$ cat config.mk
export PLATFORM = sky130hd
export DESIGN_NAME = sorm_q16_div
export DESIGN_NICKNAME = d
export VERILOG_FILES = /design/src/hw/rtl/sorm_pkg.sv /design/src/hw/rtl/sorm_q16_div.sv
export SDC_FILE = /design/constraint.sdc
export NUM_CORES = 1
export LEC_CHECK = 0
export BUFFER_PORTS_ARGS = -buffer_cell sky130_fd_sc_hd__buf_4
export CAP_MARGIN = 10
export CORE_ASPECT_RATIO = 1.4
export CORE_UTILIZATION = 53
export CTS_CLUSTER_DIAMETER = 150
export DETAILED_ROUTE_END_ITERATION = 7
export GPL_ROUTABILITY_DRIVEN = 0
export PLACE_DENSITY = 0.77
export SLEW_MARGIN = 25
export SYNTH_ARGS = -nofsm -noshare
export SYNTH_HDL_FRONTEND = slang
export SYNTH_SLANG_ARGS = --single-unit
$ cat constraint.sdc
create_clock -name clock -period 3.3 [get_ports clock]
set_input_delay 0.165 -clock clock [delete_from_list [all_inputs] [get_ports clock]]
set_output_delay 0.165 -clock clock [all_outputs]
set_load 0.02 [all_outputs]
$ cat src/hw/rtl/sorm_pkg.sv
// shared constants and types for the spin overlap running mean block
// no dependencies; imported by the channel interfaces and all modules but sorm_agree_serial

package sorm_pkg;

   localparam int SPIN_W        = 64;
   localparam int INST_COUNT_W  = 9;
   localparam int QUBIT_COUNT_W = 13;
   localparam int CSR_DATA_W    = 13;
   localparam int CSR_INDEX_W   = 1;
   localparam int INDEX_W       = 8;
   localparam int AGREE_W       = 13;
   localparam int FRAC_BITS     = 16;
   localparam int RATIO_W       = FRAC_BITS + 1;
   localparam int SWEEP_OUT_W   = 20;

   localparam logic [INST_COUNT_W-1:0]  INST_COUNT_RESET  = 9'd1;
   localparam logic [QUBIT_COUNT_W-1:0] QUBIT_COUNT_RESET = 13'd64;

   typedef enum logic [CSR_INDEX_W-1:0] {
      CSR_INSTANCE_COUNT = 1'b0,
      CSR_QUBIT_COUNT    = 1'b1
   } csr_index_type;

endpackage

$ cat src/hw/rtl/sorm_q16_div.sv
// restoring divider giving floor(num * 2^16 / den), saturated at 1.0
// one quotient bit per cycle, fixed latency; depends on sorm_pkg

module sorm_q16_div import sorm_pkg::*; #(
   parameter int W = 33
) (
   input  logic               clock,
   input  logic               reset,
   input  logic               start,
   input  logic [W-1:0]       num,
   input  logic [W-1:0]       den,
   output logic               done,
   output logic [RATIO_W-1:0] quotient
);

   localparam int SW = $clog2(FRAC_BITS);

   logic                 busy_ff;
   logic                 done_ff;
   logic                 big_ff;
   logic [SW-1:0]        step_ff;
   logic [W-1:0]         rem_ff;
   logic [W-1:0]         den_ff;
   logic [FRAC_BITS-1:0] quo_ff;

   logic [W:0] rem_sh;
   logic [W:0] rem_sub;
   logic       fits;

   always_comb begin
      rem_sh  = {rem_ff, 1'b0};
      fits    = (rem_sh >= {1'b0, den_ff});
      rem_sub = rem_sh - {1'b0, den_ff};
   end

   assign done     = done_ff;
   assign quotient = big_ff ? {1'b1, {FRAC_BITS{1'b0}}} : {1'b0, quo_ff};

   always_ff @(posedge clock) begin
      if (reset) begin
         busy_ff <= 1'b0;
         done_ff <= 1'b0;
      end else begin
         done_ff <= 1'b0;
         if (start) begin
            den_ff  <= den;
            big_ff  <= (num >= den);
            // ratio of one or more: run the steps anyway to keep latency fixed
            rem_ff  <= (num >= den) ? '0 : num;
            quo_ff  <= '0;
            step_ff <= '0;
            busy_ff <= 1'b1;
         end else if (busy_ff) begin
            rem_ff  <= fits ? W'(rem_sub) : W'(rem_sh);
            quo_ff  <= {quo_ff[FRAC_BITS-2:0], fits};
            step_ff <= step_ff + SW'(1);
            if (step_ff == SW'(FRAC_BITS - 1)) begin
               busy_ff <= 1'b0;
               done_ff <= 1'b1;
            end
         end
      end
   end

endmodule

==> results_dict.tcl <==
set metrics [dict create \
    grt_pass1_wl_um 27490 \
    async_reset_ff_frac 0 \
    top_usage_layer "met2" \
    hp-class "input pin to flop" \
    cts.path.max_buffers 2 \
    overflow 0 \
    cts_buffers 9 \
    grt_pass1_vias 5862 \
    drcViolationCount 0 \
    dp_hpwl_um 13090 \
    core-area_sq_um 12000 \
    worst_ep_required_time_ns 3.49 \
    die_area_sq_um 12940 \
    wire_per_inst_um 17.52 \
    chipWidth_um 96.41 \
    drt-total-wl_um 17030 \
    run_status "completed" \
    dr.pass1.iters 4 \
    synth.avg_cell_area_sq_um 9.395 \
    cp-start-kind "flop" \
    cellPowerDensity_nw_per_um2 453.9 \
    antenna_found_initial 0 \
    cts_tree "done" \
    p_leak_nw 3.571 \
    fin_area_sq_um 7985 \
    hold_viol 0 \
    drtIter0Drc 301 \
    synth_seq_cells 89 \
    use_met2 0.4862 \
    vias_per_cell 5.963 \
    arrival_ns 3.33 \
    worstPathMaxFanout 11 \
    yosysSeqAreaShare 0.4011 \
    setup-violations-final 0 \
    synth_cell_type_count 64 \
    initial_core_util 0.5513 \
    synth-edff-count 87 \
    area_growth_pct 20.73 \
    finalSetupTns_ns 0 \
    placed_area_sq_um 7428 \
    crit_path_end_kind "flop" \
    crit_type "flop to flop" \
    fillers 938 \
    boundaryPins 87 \
    drv_slew 0 \
    clk_latency_ns 0.35 \
    vias 5796 \
    clkTransAtPathRegs_ns 0.07 \
    worst_clock_skew_ns 0.007820 \
    timing.final.crit_share 0.9504 \
    use_met1 0.3148 \
    fp.dieH_um 134.2 \
    numPortBuffers 86 \
    grt_usage 0.2781 \
    max_freq_mhz 318.9 \
    grtUsageMet3 0.04252 \
    regArea_sq_um 2653 \
    row_count 47 \
    syn_area_sq_um 6614 \
    nets 957 \
    rsz0062_at_grt "false" \
    drive_gt1_frac 0.1600 \
    antenna_left 0 \
    maxCapViolations 0 \
    grt_max_degree 54 \
    syn_inst 704 \
    slew_headroom 0.3899 \
    tightest_slew_ns 0.9118 \
    clock_sinks 89 \
    yosysWarnings 0 \
    vdd_ir_drop_max_uv 259.8 \
    final.min_clock_period_ns 3.136 \
    multi_input_area_sq_um 3522 \
    h-tree-depth 3 \
    synthFlopType "edfxtp_1" \
    syn_nets 841 \
    cts-root-buf "clkbuf_16" \
    num_antenna_cells 0 \
]
path summary, 6_finish.rpt:
path / start / endpoint / slack, ns / depth (start not counted)
max: rem_ff[30] / rem_ff[4] / 0.16 / 9
min: den[18] / den_ff[18] / 0.004 / 1
max reg2reg: rem_ff[30] / rem_ff[4] / 0.16 / 9
min reg2reg: busy_ff / done / 0.50 / 1
cells by family after synthesis:
group           after synthesis  share of synthesized area
compound gates              190                     0.1829
xor+xnor                     24                    0.03178
simple gates                218                     0.1714
flops                        89                     0.4011
fa+ha+maj                    68                     0.1298
mux                          10                    0.01513
buf+inv                     105                    0.06791
area by class of cell:
| type | instances | share of cell area |
|---|---|---|
| Clock inverter | 6 | 0.005954 |
| Sequential cell | 89 | 0.3322 |
| Tap cell | 147 | 0.02303 |
| Timing Repair Buffer | 129 | 0.1297 |
| Inverter | 81 | 0.03808 |
| Multi-Input combinational cell | 510 | 0.4411 |
| Clock buffer | 10 | 0.02993 |
metal layers:
| metal | vias up | routed length [um] |
|---|---|---|
| met5 | - | 0 |
| met4 | 0 | 891 |
| met3 | 55 | 823 |
| met2 | 219 | 8819 |
| met1 | 2715 | 6493 |
| li1 | 2807 | - |
stage by stage:
| step | utilization | hold WS (ns) | instances | worst slack [ns] | total power, mW |
|---|---|---|---|---|---|
| floorplan | - | 0.2378 | 704 | 0.2371 | 2.259 |
| global placement | 0.6192 | 0.3529 | 929 | 0.2799 | 2.568 |
| detailed placement | 0.6192 | 0.3541 | 929 | 0.2077 | 2.600 |
| CTS | 0.6656 | 0.0005480 | 972 | 0.1998 | 3.625 |
| global route | 0.6656 | 0.0004486 | 972 | 0.01348 | 3.812 |
| finish | 0.6656 | 0.003742 | 972 | 0.1638 | 3.625 |
state kept, by name, indices dropped and copies added, names as in the netlist:
signal,flops
quo_ff,16
busy_ff,1
step_ff,4
rem_ff,33
den_ff,33
big_ff,1
done,1
timing repair:
item | in CTS | in global routing
hold buffers | 27 | 0
hold endpoints to repair | 27 | 0
setup buffers | 0 | 0
gates resized for setup | 0 | 0
critical path, stage by stage (launching register included):
cell and delay (ns):
edfxtp_1 0.43, ha_1 0.39, a21o_1 0.20, a211oi_1 0.29
o21ai_0 0.18, a21o_1 0.24, nor2_1 0.71, buf_4 0.30
nand2_1 0.07, a31oi_1 0.17
where the power goes:
part	switching, mW	internal (mW)	total (mW)
combinational	0.695	0.511	1.21
sequential	0.0507	1.37	1.42
clock	0.462	0.539	1.00
layout by cell type (no fill, tap or decap), drive strengths merged, types with 8 or more instances in the layout:
cell,n
a21oi,68
xnor2,16
a21o,19
clkbuf,10
nor2b,36
o21ai,34
o211ai,8
nand4,16
and3,9
nand3,27
nor2,34
dlygate4sd3,27
buf,102
a31oi,14
ha,67
a211oi,9
nand2,57
inv,84
nor3,12
edfxtp,87
xor2,8
mux2i,10
cells in the mapped netlist (3+ instances only):
cell / number / share of area
a211oi_1: 9 / 0.010
a21o_1: 19 / 0.022
a21oi_1: 66 / 0.050
a221o_1: 3 / 0.0045
a31oi_1: 14 / 0.013
and3_1: 9 / 0.0085
buf_4: 3 / 0.0034
clkbuf_1: 15 / 0.0085
edfxtp_1: 87 / 0.40
ha_1: 67 / 0.13
inv_1: 80 / 0.045
mux2i_1: 10 / 0.015
nand2_1: 56 / 0.032
nand3_1: 27 / 0.020
nand3b_1: 4 / 0.0045
nand4_1: 16 / 0.015
nor2_1: 34 / 0.019
nor2b_1: 36 / 0.034
nor3_1: 10 / 0.0076
nor3b_1: 3 / 0.0034
nor4_1: 4 / 0.0038
o211ai_1: 8 / 0.0091
o21a_1: 6 / 0.0068
o21ai_0: 31 / 0.023
o21ai_1: 3 / 0.0023
o21bai_1: 3 / 0.0034
o22ai_1: 4 / 0.0038
o31ai_1: 5 / 0.0057
or3_1: 4 / 0.0038
xnor2_1: 16 / 0.021
xor2_1: 8 / 0.011
No activity file was read; power rests on OpenSTA's default activity.
