## config.mk

```make
export PLATFORM = sky130hd
export DESIGN_NAME = sorm_agree_serial
export DESIGN_NICKNAME = d
export VERILOG_FILES = /design/src/hw/rtl/sorm_agree_serial.sv
export SDC_FILE = /design/constraint.sdc
export NUM_CORES = 1
export LEC_CHECK = 0
export BUFFER_PORTS_ARGS = -buffer_cell sky130_fd_sc_hd__buf_2
export CAP_MARGIN = 40
export CORE_MARGIN = 4
export CORE_UTILIZATION = 25
export DETAILED_ROUTE_END_ITERATION = 12
export SYNTH_ARGS = -nofsm -noshare
export SYNTH_HDL_FRONTEND = slang
export SYNTH_SLANG_ARGS = --single-unit
```

## constraint.sdc

```tcl
create_clock -name clock -period 5.35 [get_ports clock]
set_clock_uncertainty 0.15 [all_clocks]
set_input_delay 0.535 -clock clock [delete_from_list [all_inputs] [get_ports clock]]
set_output_delay 0.535 -clock clock [all_outputs]
set_load 0.05 [all_outputs]
```

## src/hw/rtl/sorm_agree_serial.sv

```systemverilog
// bit-serial agreement counter: shifts one chunk out a bit per cycle
// and accumulates the agreeing bits of the current instance; no dependencies

module sorm_agree_serial #(
   parameter int CHUNK_BITS = 64,
   parameter int CNT_W      = 13
) (
   input  logic                             clock,
   input  logic                             reset,
   input  logic                             load,
   input  logic                             clear,
   input  logic [CHUNK_BITS-1:0]            same_bits,
   input  logic [$clog2(CHUNK_BITS+1)-1:0]  valid_bits,
   output logic                             busy,
   output logic [CNT_W-1:0]                 count
);

   localparam int CW = $clog2(CHUNK_BITS + 1);

   logic [CHUNK_BITS-1:0] shift_ff;
   logic [CW-1:0]         left_ff;
   logic [CNT_W-1:0]      count_ff;

   assign busy  = (left_ff != '0);
   assign count = count_ff;

   always_ff @(posedge clock) begin
      if (reset) begin
         left_ff  <= '0;
         count_ff <= '0;
      end else begin
         if (load) begin
            shift_ff <= same_bits;
            left_ff  <= valid_bits;
         end else if (busy) begin
            shift_ff <= shift_ff >> 1;
            left_ff  <= left_ff - CW'(1);
         end
         if (clear) begin
            count_ff <= '0;
         end else if (!load && busy) begin
            count_ff <= count_ff + CNT_W'(shift_ff[0]);
         end
      end
   end

endmodule

```

==> results of run 1 <==
-- critical path: cells and delay by family, from the launching register on --
kind / cells / cell delay (ps)
buffers and inverters: 2 / 400
flip-flops: 1 / 310
adder cells (fa/ha/maj): 1 / 160
AND/OR/NAND/NOR: 2 / 760
-- power by group through the flow --
stage | registers (W) | clock network [W] | logic (W)
2_1_floorplan | 0.000803 | 0 | 0.000124
3_3_place_gp | 0.000802 | 0 | 0.000179
3_5_place_dp | 0.000803 | 0 | 0.000189
4_1_cts | 0.000790 | 0.000633 | 0.000191
5_1_grt | 0.000794 | 0.000662 | 0.000205
6_report | 0.000789 | 0.000609 | 0.000186
-- logic make-up after synthesis --
family | count (synthesis)
and+or+nand+nor | 51
xor gates and xnor gates | 7
buffers and inverters | 18
DFF | 84
adders and majority gates | 4
muxes | 64
AOI/OAI and AO/OA | 34
-- cell usage in the layout (no fill, tap or decap), types with 2 or more instances in the layout --
cell type / count
or3_1: 2
inv_1: 7
nand3b_1: 2
a21oi_1: 12
clkinv_2: 2
edfxtp_1: 64
a211oi_1: 4
o21ai_0: 4
nor2_1: 9
nand3_1: 4
buf_2: 88
clkbuf_16: 9
o31ai_1: 4
ha_1: 4
xnor2_1: 5
xor2_1: 2
and3_1: 2
dfxtp_1: 20
clkinvlp_4: 2
or3_2: 2
buf_4: 2
nand2_1: 15
mux2_2: 63
nor3_1: 2
or4_1: 4
-- metal layers --
metal  track usage, %  wire length [microns]
met2            14.29                   3532
met5                0                     15
met1            11.17                   3449
met3            4.065                    526
met4            3.267                    112
-- cell type report --
cell class,instances,area share (%)
Multi-Input combinational cell,160,28.99
Clock buffer,10,4.818
Tap cell,184,4.845
Inverter,7,0.5529
Timing Repair Buffer,92,10.58
Clock inverter,6,1.343
Sequential cell,84,48.87
-- flip-flops by register name (all words and copies together) (netlist names) --
register / count
left_ff: 7
count: 13
shift_ff: 64
-- stage by stage --
step	hold slack (ps)	utilization [%]	total power (W)
4_1_cts	278.9	32.45	0.001614
2_1_floorplan	374.6	-	0.0009275
6_report	296.6	32.45	0.001584
5_1_grt	303.1	32.45	0.001661
3_3_place_gp	301.6	30.13	0.0009810
3_5_place_dp	322.3	30.45	0.0009926
-- final timing paths --
path / from / end / slack [ps] / cells past startpoint
setup reg to reg: count[0] / count[6] / 3160 / 6
hold reg to reg: count[0] / count[0] / 330 / 2
setup / recovery: left_ff[0] / busy / 2700 / 5
hold / removal: valid_bits[6] / left_ff[6] / 300 / 3
==> results.txt, run 1 <==
- Run status: finished, final reports clean
- Cell Count, Final, Fillers Out: 543
- Headroom to the max-slew limit: 59.81%
- Highest cell delay on the worst timing path: 470 ps
* Async set or reset register ratio after synthesis: 0%
- Number of levels in the clock H-tree: 3
- At the worst endpoint, the required time is 4660 ps.
- For this run, design rule violations remaining after detail routing come to 0.
- Antenna cell count: 0
- The critical path goes through inv_1 -> ha_1 -> nor2b_1 -> nand2_1 -> buf_2.
* Standard-cell rows: 44
- In this run the vertical extent of the chip is 130.6 microns.
- Summing the areas of all compound-gate instances in the mapped netlist gives 6.394% of the synthesized area.
- The hold violation total from the final report was 0.
- TritonCTS built the clock tree.
- Number of setup violations in the final report: 0
* Number of fill cells in the layout: 1475
* Port Buf Inserts: 88
* Placeable core region: 0.01464 sq mm
* Clock Sinks: 84
- Post-detailed-placement half-perimeter wirelength: 5563 microns
- Summed over all cells, the static leakage comes to 1.773 nW.
* Critical path endpoint category: output port
- The top cell type by area accounts for 51.15% of the synthesized area.
* Gate count of the mapped netlist: 262
* Maximum clock path buffer count: 2
* Seq pwr share: 49.8%
* First-pass GRT wire length: 11990 microns
* Worst-margin pin slew: 587.6 ps
* P_int: 0.001223 W
* Slowest cell on crit path: nor2b_1
- Setup crit start kind: flop
* Type of the worst min-delay path: in -> reg
- Power spread over the standard cell area amounts to 333.4 mW/mm^2.
* Share of cell area taken by muxes after synthesis: 19.15%
* Clock insertion delay at the later pin of the skew report: 330 ps
* Setup repair after global routing missed its margin: false
* Count leader, synth: edfxtp_1
- Number of nets produced by synthesis: 341
- Setup slack on the critical path of the routed design comes to 2702 ps.
* Layout cells sized above 1: 50.42%
* Total negative slack for setup checks: 0 ps
* Initial core utilization: 25.66%
- Time the worst path needs with I/O delays and setup: 2648 ps
- Flop and latch count out of synthesis: 84
- Area of the mapped netlist: 0.003757 sq mm
- Across every metal layer, demand over resource in global routing totals 9.124%.
- Critical path arrival: 1960 ps
- Post-placement cell area: 0.004459 sq mm
* Number of I/O pins: 89
* Count of final max-slew check failures: 0
- The total overflow left after global routing is 0.
* Antenna violations before repair: 1
- After detailed routing, the average wire length per cell comes to 14.06 microns.
- Maximum number of pins on one net before global-route repair: 43
- Chip Width: 130.6 microns
* Combinational share of power: 11.7%
- Finished Cell Area: 0.004752 sq mm
* Clock root buffer master: clkbuf_16
* Post-Synth Simple-Gate Area: 7.759%
- Max-cap violations: 0
- In this run the remaining antenna-violating nets after routing total 0.
- After clock tree synthesis, the flow added hold-fix buffers numbering 0.
- Detailed-router iteration count before antenna repair: 4
* XOR/XNOR Fraction of Synth Area: 1.632%
* Area used by multi-input combinational logic: 0.001378 sq mm
- GP Congestion: 0.7424
- Die area: 0.01706 sq mm
* DP Worst Slack: 3040 ps
* Count of placed standard cells including taps: 527
* Number of resized instances in the post-cts repair step: 0
- Of the total power, the share spent switching nets is 22.78%.
- From synthesis to final layout, the design area changed by 26.47%.
- Net count of the finished layout: 433
- After synthesis, the most frequently instantiated cells are edfxtp_1, mux2_2, dfxtp_1.
- Post-route fraction of the period consumed by the critical path: 49.50%
* Maximum ir drop on the vdd rail: 141.9 uV
* Total vias in the final route: 2396
- The final layout contains routed wiring with a total length of 7637 microns.
* Sequential cell area in the final layout: 0.002322 sq mm
- EDFF count, synth: 64
- After detailed routing, the number of vias per cell comes to 4.413.
- Yosys printed 0 warnings.
- Startpoint-to-endpoint class of the critical path: reg -> out
* Number of DRC markers in iteration 0: 90
- By area, the combinational part of the netlist is dominated by multiplexers.
* Clock share of power: 38.5%
- The synthesized netlist devotes 1.332% of its cell area to adder and majority cells.
* Net switching power: 0.0003608 W
- In the synthesized netlist the dominant register cell turns out to be edfxtp_1.
* Max Clk Rate: 0.3776 GHz
- Total setup buffers inserted after CTS: 0
- Clock tree synthesis inserted a total of 9 buffers.
* Cell type with the highest aggregate area in the netlist: edfxtp_1
- By area the synthesized netlist is led by edfxtp_1, mux2_2, dfxtp_1.
* Highest net fanout along the worst path: 7
- After clock tree synthesis, the clock-pin slew on the worst setup and hold paths is 60 ps.
- The number of global-route vias before repair is 2454.
- Of the synthesized area, sequential elements account for 61.80%.
* Count of distinct cell types in the synthesized netlist: 43
- Averaged over all synthesized cells, the footprint is 14.34 sq um.
(Power assumes the default switching activity.)
==> inputs of run 2 (changes only) <==
clock period = 2.5 ns   (was 5.35 ns; I/O delays follow)
==> run 2 against run 1 <==
  * Power rose by 110%
  * Worst setup slack got worse by 2300 ps
  * Count of clock-buffer cells in the layout did not move
  * Via count rose by 0.42%
  * Critical path depth fell by 2
  * Final cell count did not move
  * Critical path type unchanged
==> results.txt, run 2 (same netlist as run 1, synthesis figures left out) <==
- The post-detailed-route count of antenna-violating nets came to 0 (unchanged).
- The leakage power figure was 1.767 nW (-0.32%).
- Time the worst path needs with I/O delays and setup: 2146 ps
- The number of flip-flops in the largest register came to 64 (unchanged).
* Maximum clock path buffer count: 2 (unchanged)
- The clock buffer count from CTS is 9 (unchanged).
- Layout cells sized above 1: 50.14% (-0.28 points)
* Number of DRC markers in iteration 0: 128 (+42%)
* Most common cell after layout, fill and taps aside: buf_2
- The power per standard cell area came to 715.1 mW/mm^2 (+110%).
- The hold violation total from the final report is 0 (unchanged).
* Wire length on met3: 643 microns (+22%)
- Max-cap violations: 0 (unchanged)
* Clock insertion delay at the later pin of the skew report: 340 ps (about the same)
- The antenna cell count was 0 (unchanged).
- Run status: finished, final reports clean
- The signal on the critical path passes through nor4_4 -> nand2_1 -> buf_2.
- TritonCTS built the clock tree.
- Number of setup violations in the final report: 0 (unchanged)
- The top fanout value on the critical path was 7 (unchanged).
- The first-pass iteration count of the detailed router was 4 (unchanged).
* Number of global-route vias before repair: 2376 (-3.2%)
- The die height is 130.6 microns (unchanged).
- Slowest cell on crit path: nor4_4
- Headroom to the max-slew limit: 65.48% (+5.7 points)
- The count of input and output buffers was 88 (unchanged).
* Critical path endpoint category: output port
- The number of top-level design ports is 89 (unchanged).
- The number of filler cells placed in the layout came to 1485 (+0.68%).
- In this design, the largest share of critical-path delay is due to simple AND/OR/NAND/NOR gates.
- Chip Width: 130.6 microns (unchanged)
- Type of the worst min-delay path: in -> reg
* Max Clk Rate: 0.4659 GHz
- By startpoint and endpoint, the worst setup path is classified as reg -> out.
- The highest ir drop seen on vdd is 323.8 uV (+130%).
* GP Congestion: 0.7294 (-1.8%)
- Highest metal layer used by the detailed router: met4
* Synthesis-to-finish area growth: 26.07%
- Counting flops per register, the top entry is shift_ff.
- The DRC violations left is 0 (unchanged).
* Vias per std cell: 4.431 (+0.42%)
- The number of standard-cell rows in the floorplan is 44 (unchanged).
- The placeable core region is 0.01464 sq mm (unchanged).
- Clock Sinks: 84 (unchanged)
- Average wire per standard cell: 13.78 microns (-2.0%)
- The leftover overflow at the end of global routing is 0 (unchanged).
* Number of levels in the clock H-tree: 3 (unchanged)
- Worst hold-check slack: 19.72 ps (-276.9 ps)
- The global-route wire length before repair is 12010 microns (+0.17%).
* CTS clk-pin slew, worst paths: 60 ps (about the same)
* Antenna violations before repair: 0 (-1)
* Post-detailed-placement half-perimeter wirelength: 5286 microns (-5.0%)
* Die area: 0.01706 sq mm (unchanged)
- Wire length on met1: 3393 microns (-1.6%)
- STA classifies the critical path startpoint as a flop.
* Initial core utilization: 25.66% (unchanged)
- The arrival time at the worst endpoint is 1750 ps (-210 ps).
* Wire length reported by the detailed router: 7483 microns (-2.0%)
* Count of final max-slew check failures: 0 (unchanged)
- The amount of wire on met2 after detailed routing was 3319 microns (-6.0%).
- Setup repair after global routing missed its margin: false
- Maximum number of pins on one net before global-route repair: 65 (+51%)
* Post-route fraction of the period consumed by the critical path: 85.85%
- In the layout the commonest cells are buf_2, edfxtp_1, mux2_2, dfxtp_1, nand2_1.
- The actual transition at the worst max-transition pin was 504.8 ps (-82.78 ps).
- The critical path's largest stage delay was 530 ps (+60 ps).
- Net count of the finished layout: 433 (unchanged)
- The final sum of negative setup slack came to 0 ps (unchanged).
- Clock tree synthesis selected as its root buffer the cell clkbuf_16.
* Total vias in the final route: 2406 (+0.42%)
* Global-route total usage across every layer: 9.215% (+0.091 points)
- The data required time of the worst path came to 2100 ps (-2560 ps).
* Buf/Inv on CP: 1 (-1)
[run 2: tightest hold or removal path: cells and delay by family]
| kind | cells | cell delay (ps) |
|---|---|---|
| AND/OR/NAND/NOR | 1 | 50 |
| buffers and inverters | 1 | 100 |
| AO/OA/AOI/OAI | 1 | 50 |
[run 2: where the power goes]
group	internal (W)	switching, W	total, W
Clock	0.000774	0.000533	0.00131
Combinational	0.000194	0.000198	0.000392
Sequential	0.00165	0.0000415	0.00169
Total	0.00261	0.000773	0.00339
[run 2: final timing paths]
path | start | end | slack [ps] | depth (start not counted)
worst max register to register | count[0] | count[6] | 450 | 6
worst min register to register | count[12] | count[12] | 320 | 2
worst max-delay path | left_ff[2] | busy | 350 | 3
worst min-delay path | valid_bits[1] | left_ff[1] | 20 | 3
[run 2: what timing repair did]
| item | in CTS | in global routing |
|---|---|---|
| endpoints found under the setup margin | 0 | 1 |
| resized for setup | 0 | 1 |
| setup buffers | 0 | 0 |
| hold buffers | 1 | 0 |
| hold endpoints to repair | 1 | 0 |
[run 2: area by class of cell]
type,count,area [sq um],share of cell area [%]
tap,184,230.2,4.860
sequential,84,2322,49.02
multi-input combinational,160,1380,29.13
inverter,7,26.28,0.5547
clock buffer,10,229.0,4.834
timing repair buffer,92,485.5,10.25
clock inverter,6,63.81,1.347
[run 2: per-stage QoR]
stage	util (%)	total power (W)	setup WS, ps	cell area, sq um	cells
after global placement	30.26	0.002101	523.5	4432	526
final	32.35	0.003388	353.8	4737	543
after detailed placement	30.26	0.002117	482.6	4432	526
after floorplan	-	0.001982	20.08	3772	262
after global routing	32.35	0.003565	195.1	4737	543
after CTS	32.33	0.003461	109.7	4735	543
[run 2: metal layers]
metal	GRT usage [%]	vias up
met5	0	-
li1	-	1182
met1	11.80	1138
met4	3.993	0
met2	13.24	74
met3	4.431	12
==> inputs of run 3 (changes only) <==
CORE_MARGIN = not set   (was 4)
CORE_UTILIZATION = 50   (was 25)
PLACE_DENSITY = 0.75   (was not set)
==> run 3 against run 2 <==
  * Clock power shrank 28%
  * Non-clock buffer count grew 1
  * Core utilization grew 30 points
==> results.txt, run 3 (same netlist as run 1, synthesis figures left out) <==
- DP Worst Slack: 479.2 ps (-3.407 ps)
- CTS clk-pin slew, worst paths: 80 ps (+20 ps)
* Post-route fraction of the period consumed by the critical path: 85.76% (-0.090 points)
* Number of fill cells in the layout: 586 (-61%)
- Count of final max-slew check failures: 0 (unchanged)
- Number of hold violations in the final report: 0 (unchanged)
- The final HPWL from detailed placement was 4651 microns (-12%).
* Critical path endpoint category: output port
* Setup crit start kind: flop
- Net count of the finished layout: 434 (+0.23%)
- TritonCTS clock tree: done
- Final setup margin: 356.0 ps (+2.247 ps)
* Placeable core region: 0.007253 sq mm (-50%)
- Commonest non-fill, non-tap cells in the layout: buf_2, edfxtp_1, mux2_2, dfxtp_1, nand2_1
- The worst-case headroom to the max-slew limit was 65.36% (-0.11 points).
- The global-route wire length before repair is 10490 microns (-13%).
* Register ranked first by flip-flop count: shift_ff
- Number of setup violations in the final report: 0 (unchanged)
* Time the worst path needs with I/O delays and setup: 2144 ps (-2.247 ps)
- The final instance count without filler cells is 459 (-15%).
- Maximum clock path buffer count: 2 (unchanged)
- The number of flip-flops in the largest register came to 64 (unchanged).
- Number of I/O pins: 89 (unchanged)
* Die Height: 88.69 microns (-32%)
* Maximum ir drop on the vdd rail: 388.4 uV (+20%)
* Synthesis-to-finish area growth: 20.75%
* Die area: 0.007865 sq mm (-54%)
* Standard-cell rows: 31 (-30%)
- Average wire per standard cell: 14.76 microns (+7.1%)
- Setup repair after global routing missed its margin: false
- Clock insertion delay at the later pin of the skew report: 340 ps (about the same)
* Clock Sinks: 84 (unchanged)
* Power density of the placed cells: 666.2 mW/mm^2 (-6.8%)
- Count of placed standard cells including taps: 442 (-16%)
- Number of global-route vias before repair: 2253 (-5.2%)
- Leak pwr: 1.720 nW (-2.7%)
- P_int: 0.002301 W (-12%)
* Global-route total usage across every layer: 18.02% (+8.8 points)
* Endpoint required time on the critical path: 2100 ps (about the same)
- Type of the worst min-delay path: in -> reg
- Most common cell after layout, fill and taps aside: buf_2
- Layout cells sized above 1: 50.56% (+0.42 points)
* Worst-margin pin slew: 506.5 ps (+1.662 ps)
- The share of power burned in the clock network came to 31.3% (-7.3 points).
- The proportion of power drawn by combinational gates came to 12.9% (+1.3 points).
- The leftover overflow at the end of global routing was 0 (unchanged).
* Clock buffers created by TritonCTS: 9 (unchanged)
* GP Congestion: 0.7874 (+8.0%)
* Run status: finished, final reports clean
- The wire length reported by the detailed router is 6777 microns (-9.4%).
* Net switching share of the total power: 23.88% (+1.1 points)
- The number of H-tree levels is 3 (unchanged).
- The first-pass iteration count of the detailed router is 4 (unchanged).
* Initial core utilization: 51.80% (+26 points)
- The number of antenna violations at the first check in global routing is 0 (unchanged).
* Max Clk Rate: 0.4664 GHz (+0.10%)
- The top fanout value on the critical path is 7 (unchanged).
- Total vias in the final route: 2335 (-3.0%)
- Net switching power: 0.0007217 W (-6.7%)
- The setup fix buffers added after clock tree synthesis came to 0 (unchanged).
* Clock root buffer master: clkbuf_8
- The number of DRC markers in iteration 0 was 94 (-27%).
- Max-cap violations: 0 (unchanged)
* Port Buf Inserts: 88 (unchanged)
- Vias per std cell: 5.087 (+15%)
* DRT antenna net count: 0 (unchanged)
- The arrival time at the worst endpoint was 1740 ps (about the same).
- Antenna cell count: 0 (unchanged)
* Seq pwr share: 55.9% (+6.1 points)
* Total DRC errors in the routed layout: 0 (unchanged)
- The pin count of the biggest net entering global routing came to 65 (unchanged).
- The final sum of negative setup slack was 0 ps (unchanged).
- The horizontal die dimension came to 88.69 microns (-32%).
* Startpoint-to-endpoint class of the critical path: reg -> out
[run 3: changes by cell type in the layout (fill, tap and decap cells not counted), sizes merged]
cell / delta
buf: +1
clkinv: -2
clkinvlp: +2
[run 3: stage by stage]
step                power, W  util [%]  instance area [sq um]  hold slack [ps]
finish              0.003022     62.55                   4537            15.28
global route        0.003162     62.55                   4537            12.61
floorplan           0.001982         -                   3772            239.3
CTS                 0.003053     62.52                   4534            6.630
detailed placement  0.002111     59.74                   4333            315.4
global placement    0.002095     59.74                   4333            301.8
[run 3: layer usage]
| metal | track usage, % | vias up | share of wire (%) | routed length (microns) |
|---|---|---|---|---|
| li1 | - | 1183 | - | - |
| met1 | 23.12 | 1087 | 44 | 3011 |
| met2 | 28.95 | 59 | 49 | 3315 |
| met3 | 4.944 | 6 | 5.5 | 374 |
| met4 | 7.478 | 0 | 1.1 | 76 |
| met5 | 0 | - | 0 | 0 |
[run 3: final timing paths]
check	from	endpoint	slack [ps]	cells past startpoint
setup / recovery	left_ff[2]	busy	360	3
hold / removal	valid_bits[6]	left_ff[6]	20	3
setup reg to reg	count[0]	count[6]	450	6
hold reg to reg	count[12]	count[12]	320	2
[run 3: area by class of cell]
type,count,area (sq um),share of cell area [%]
flip-flops and latches,84,2322,51.19
multi-input cells,160,1380,30.42
inverters,7,26.28,0.5792
clock inverters,6,63.81,1.407
well taps,99,123.9,2.730
repair buffers,93,493.0,10.87
clock buffers,10,127.6,2.813
[run 3: what timing repair did]
item,in CTS,in global routing
setup endpoints to repair,0,1
hold endpoints to repair,1,0
gates resized for setup,0,1
hold buffers,1,0
[run 3: critical path, stage by stage, from the launching register on]
cell and delay [ps]:
dfxtp_1 380, nor4_4 530, nand2_1 230, buf_2 270
[run 3: power groups by stage]
stage                     combinational (W)  clock, W  sequential, W
after global placement             0.000381         0        0.00171
after CTS                          0.000395  0.000968        0.00169
after detailed placement           0.000390         0        0.00172
after floorplan                    0.000272         0        0.00171
final                              0.000389  0.000945        0.00169
after global routing               0.000429   0.00103        0.00170
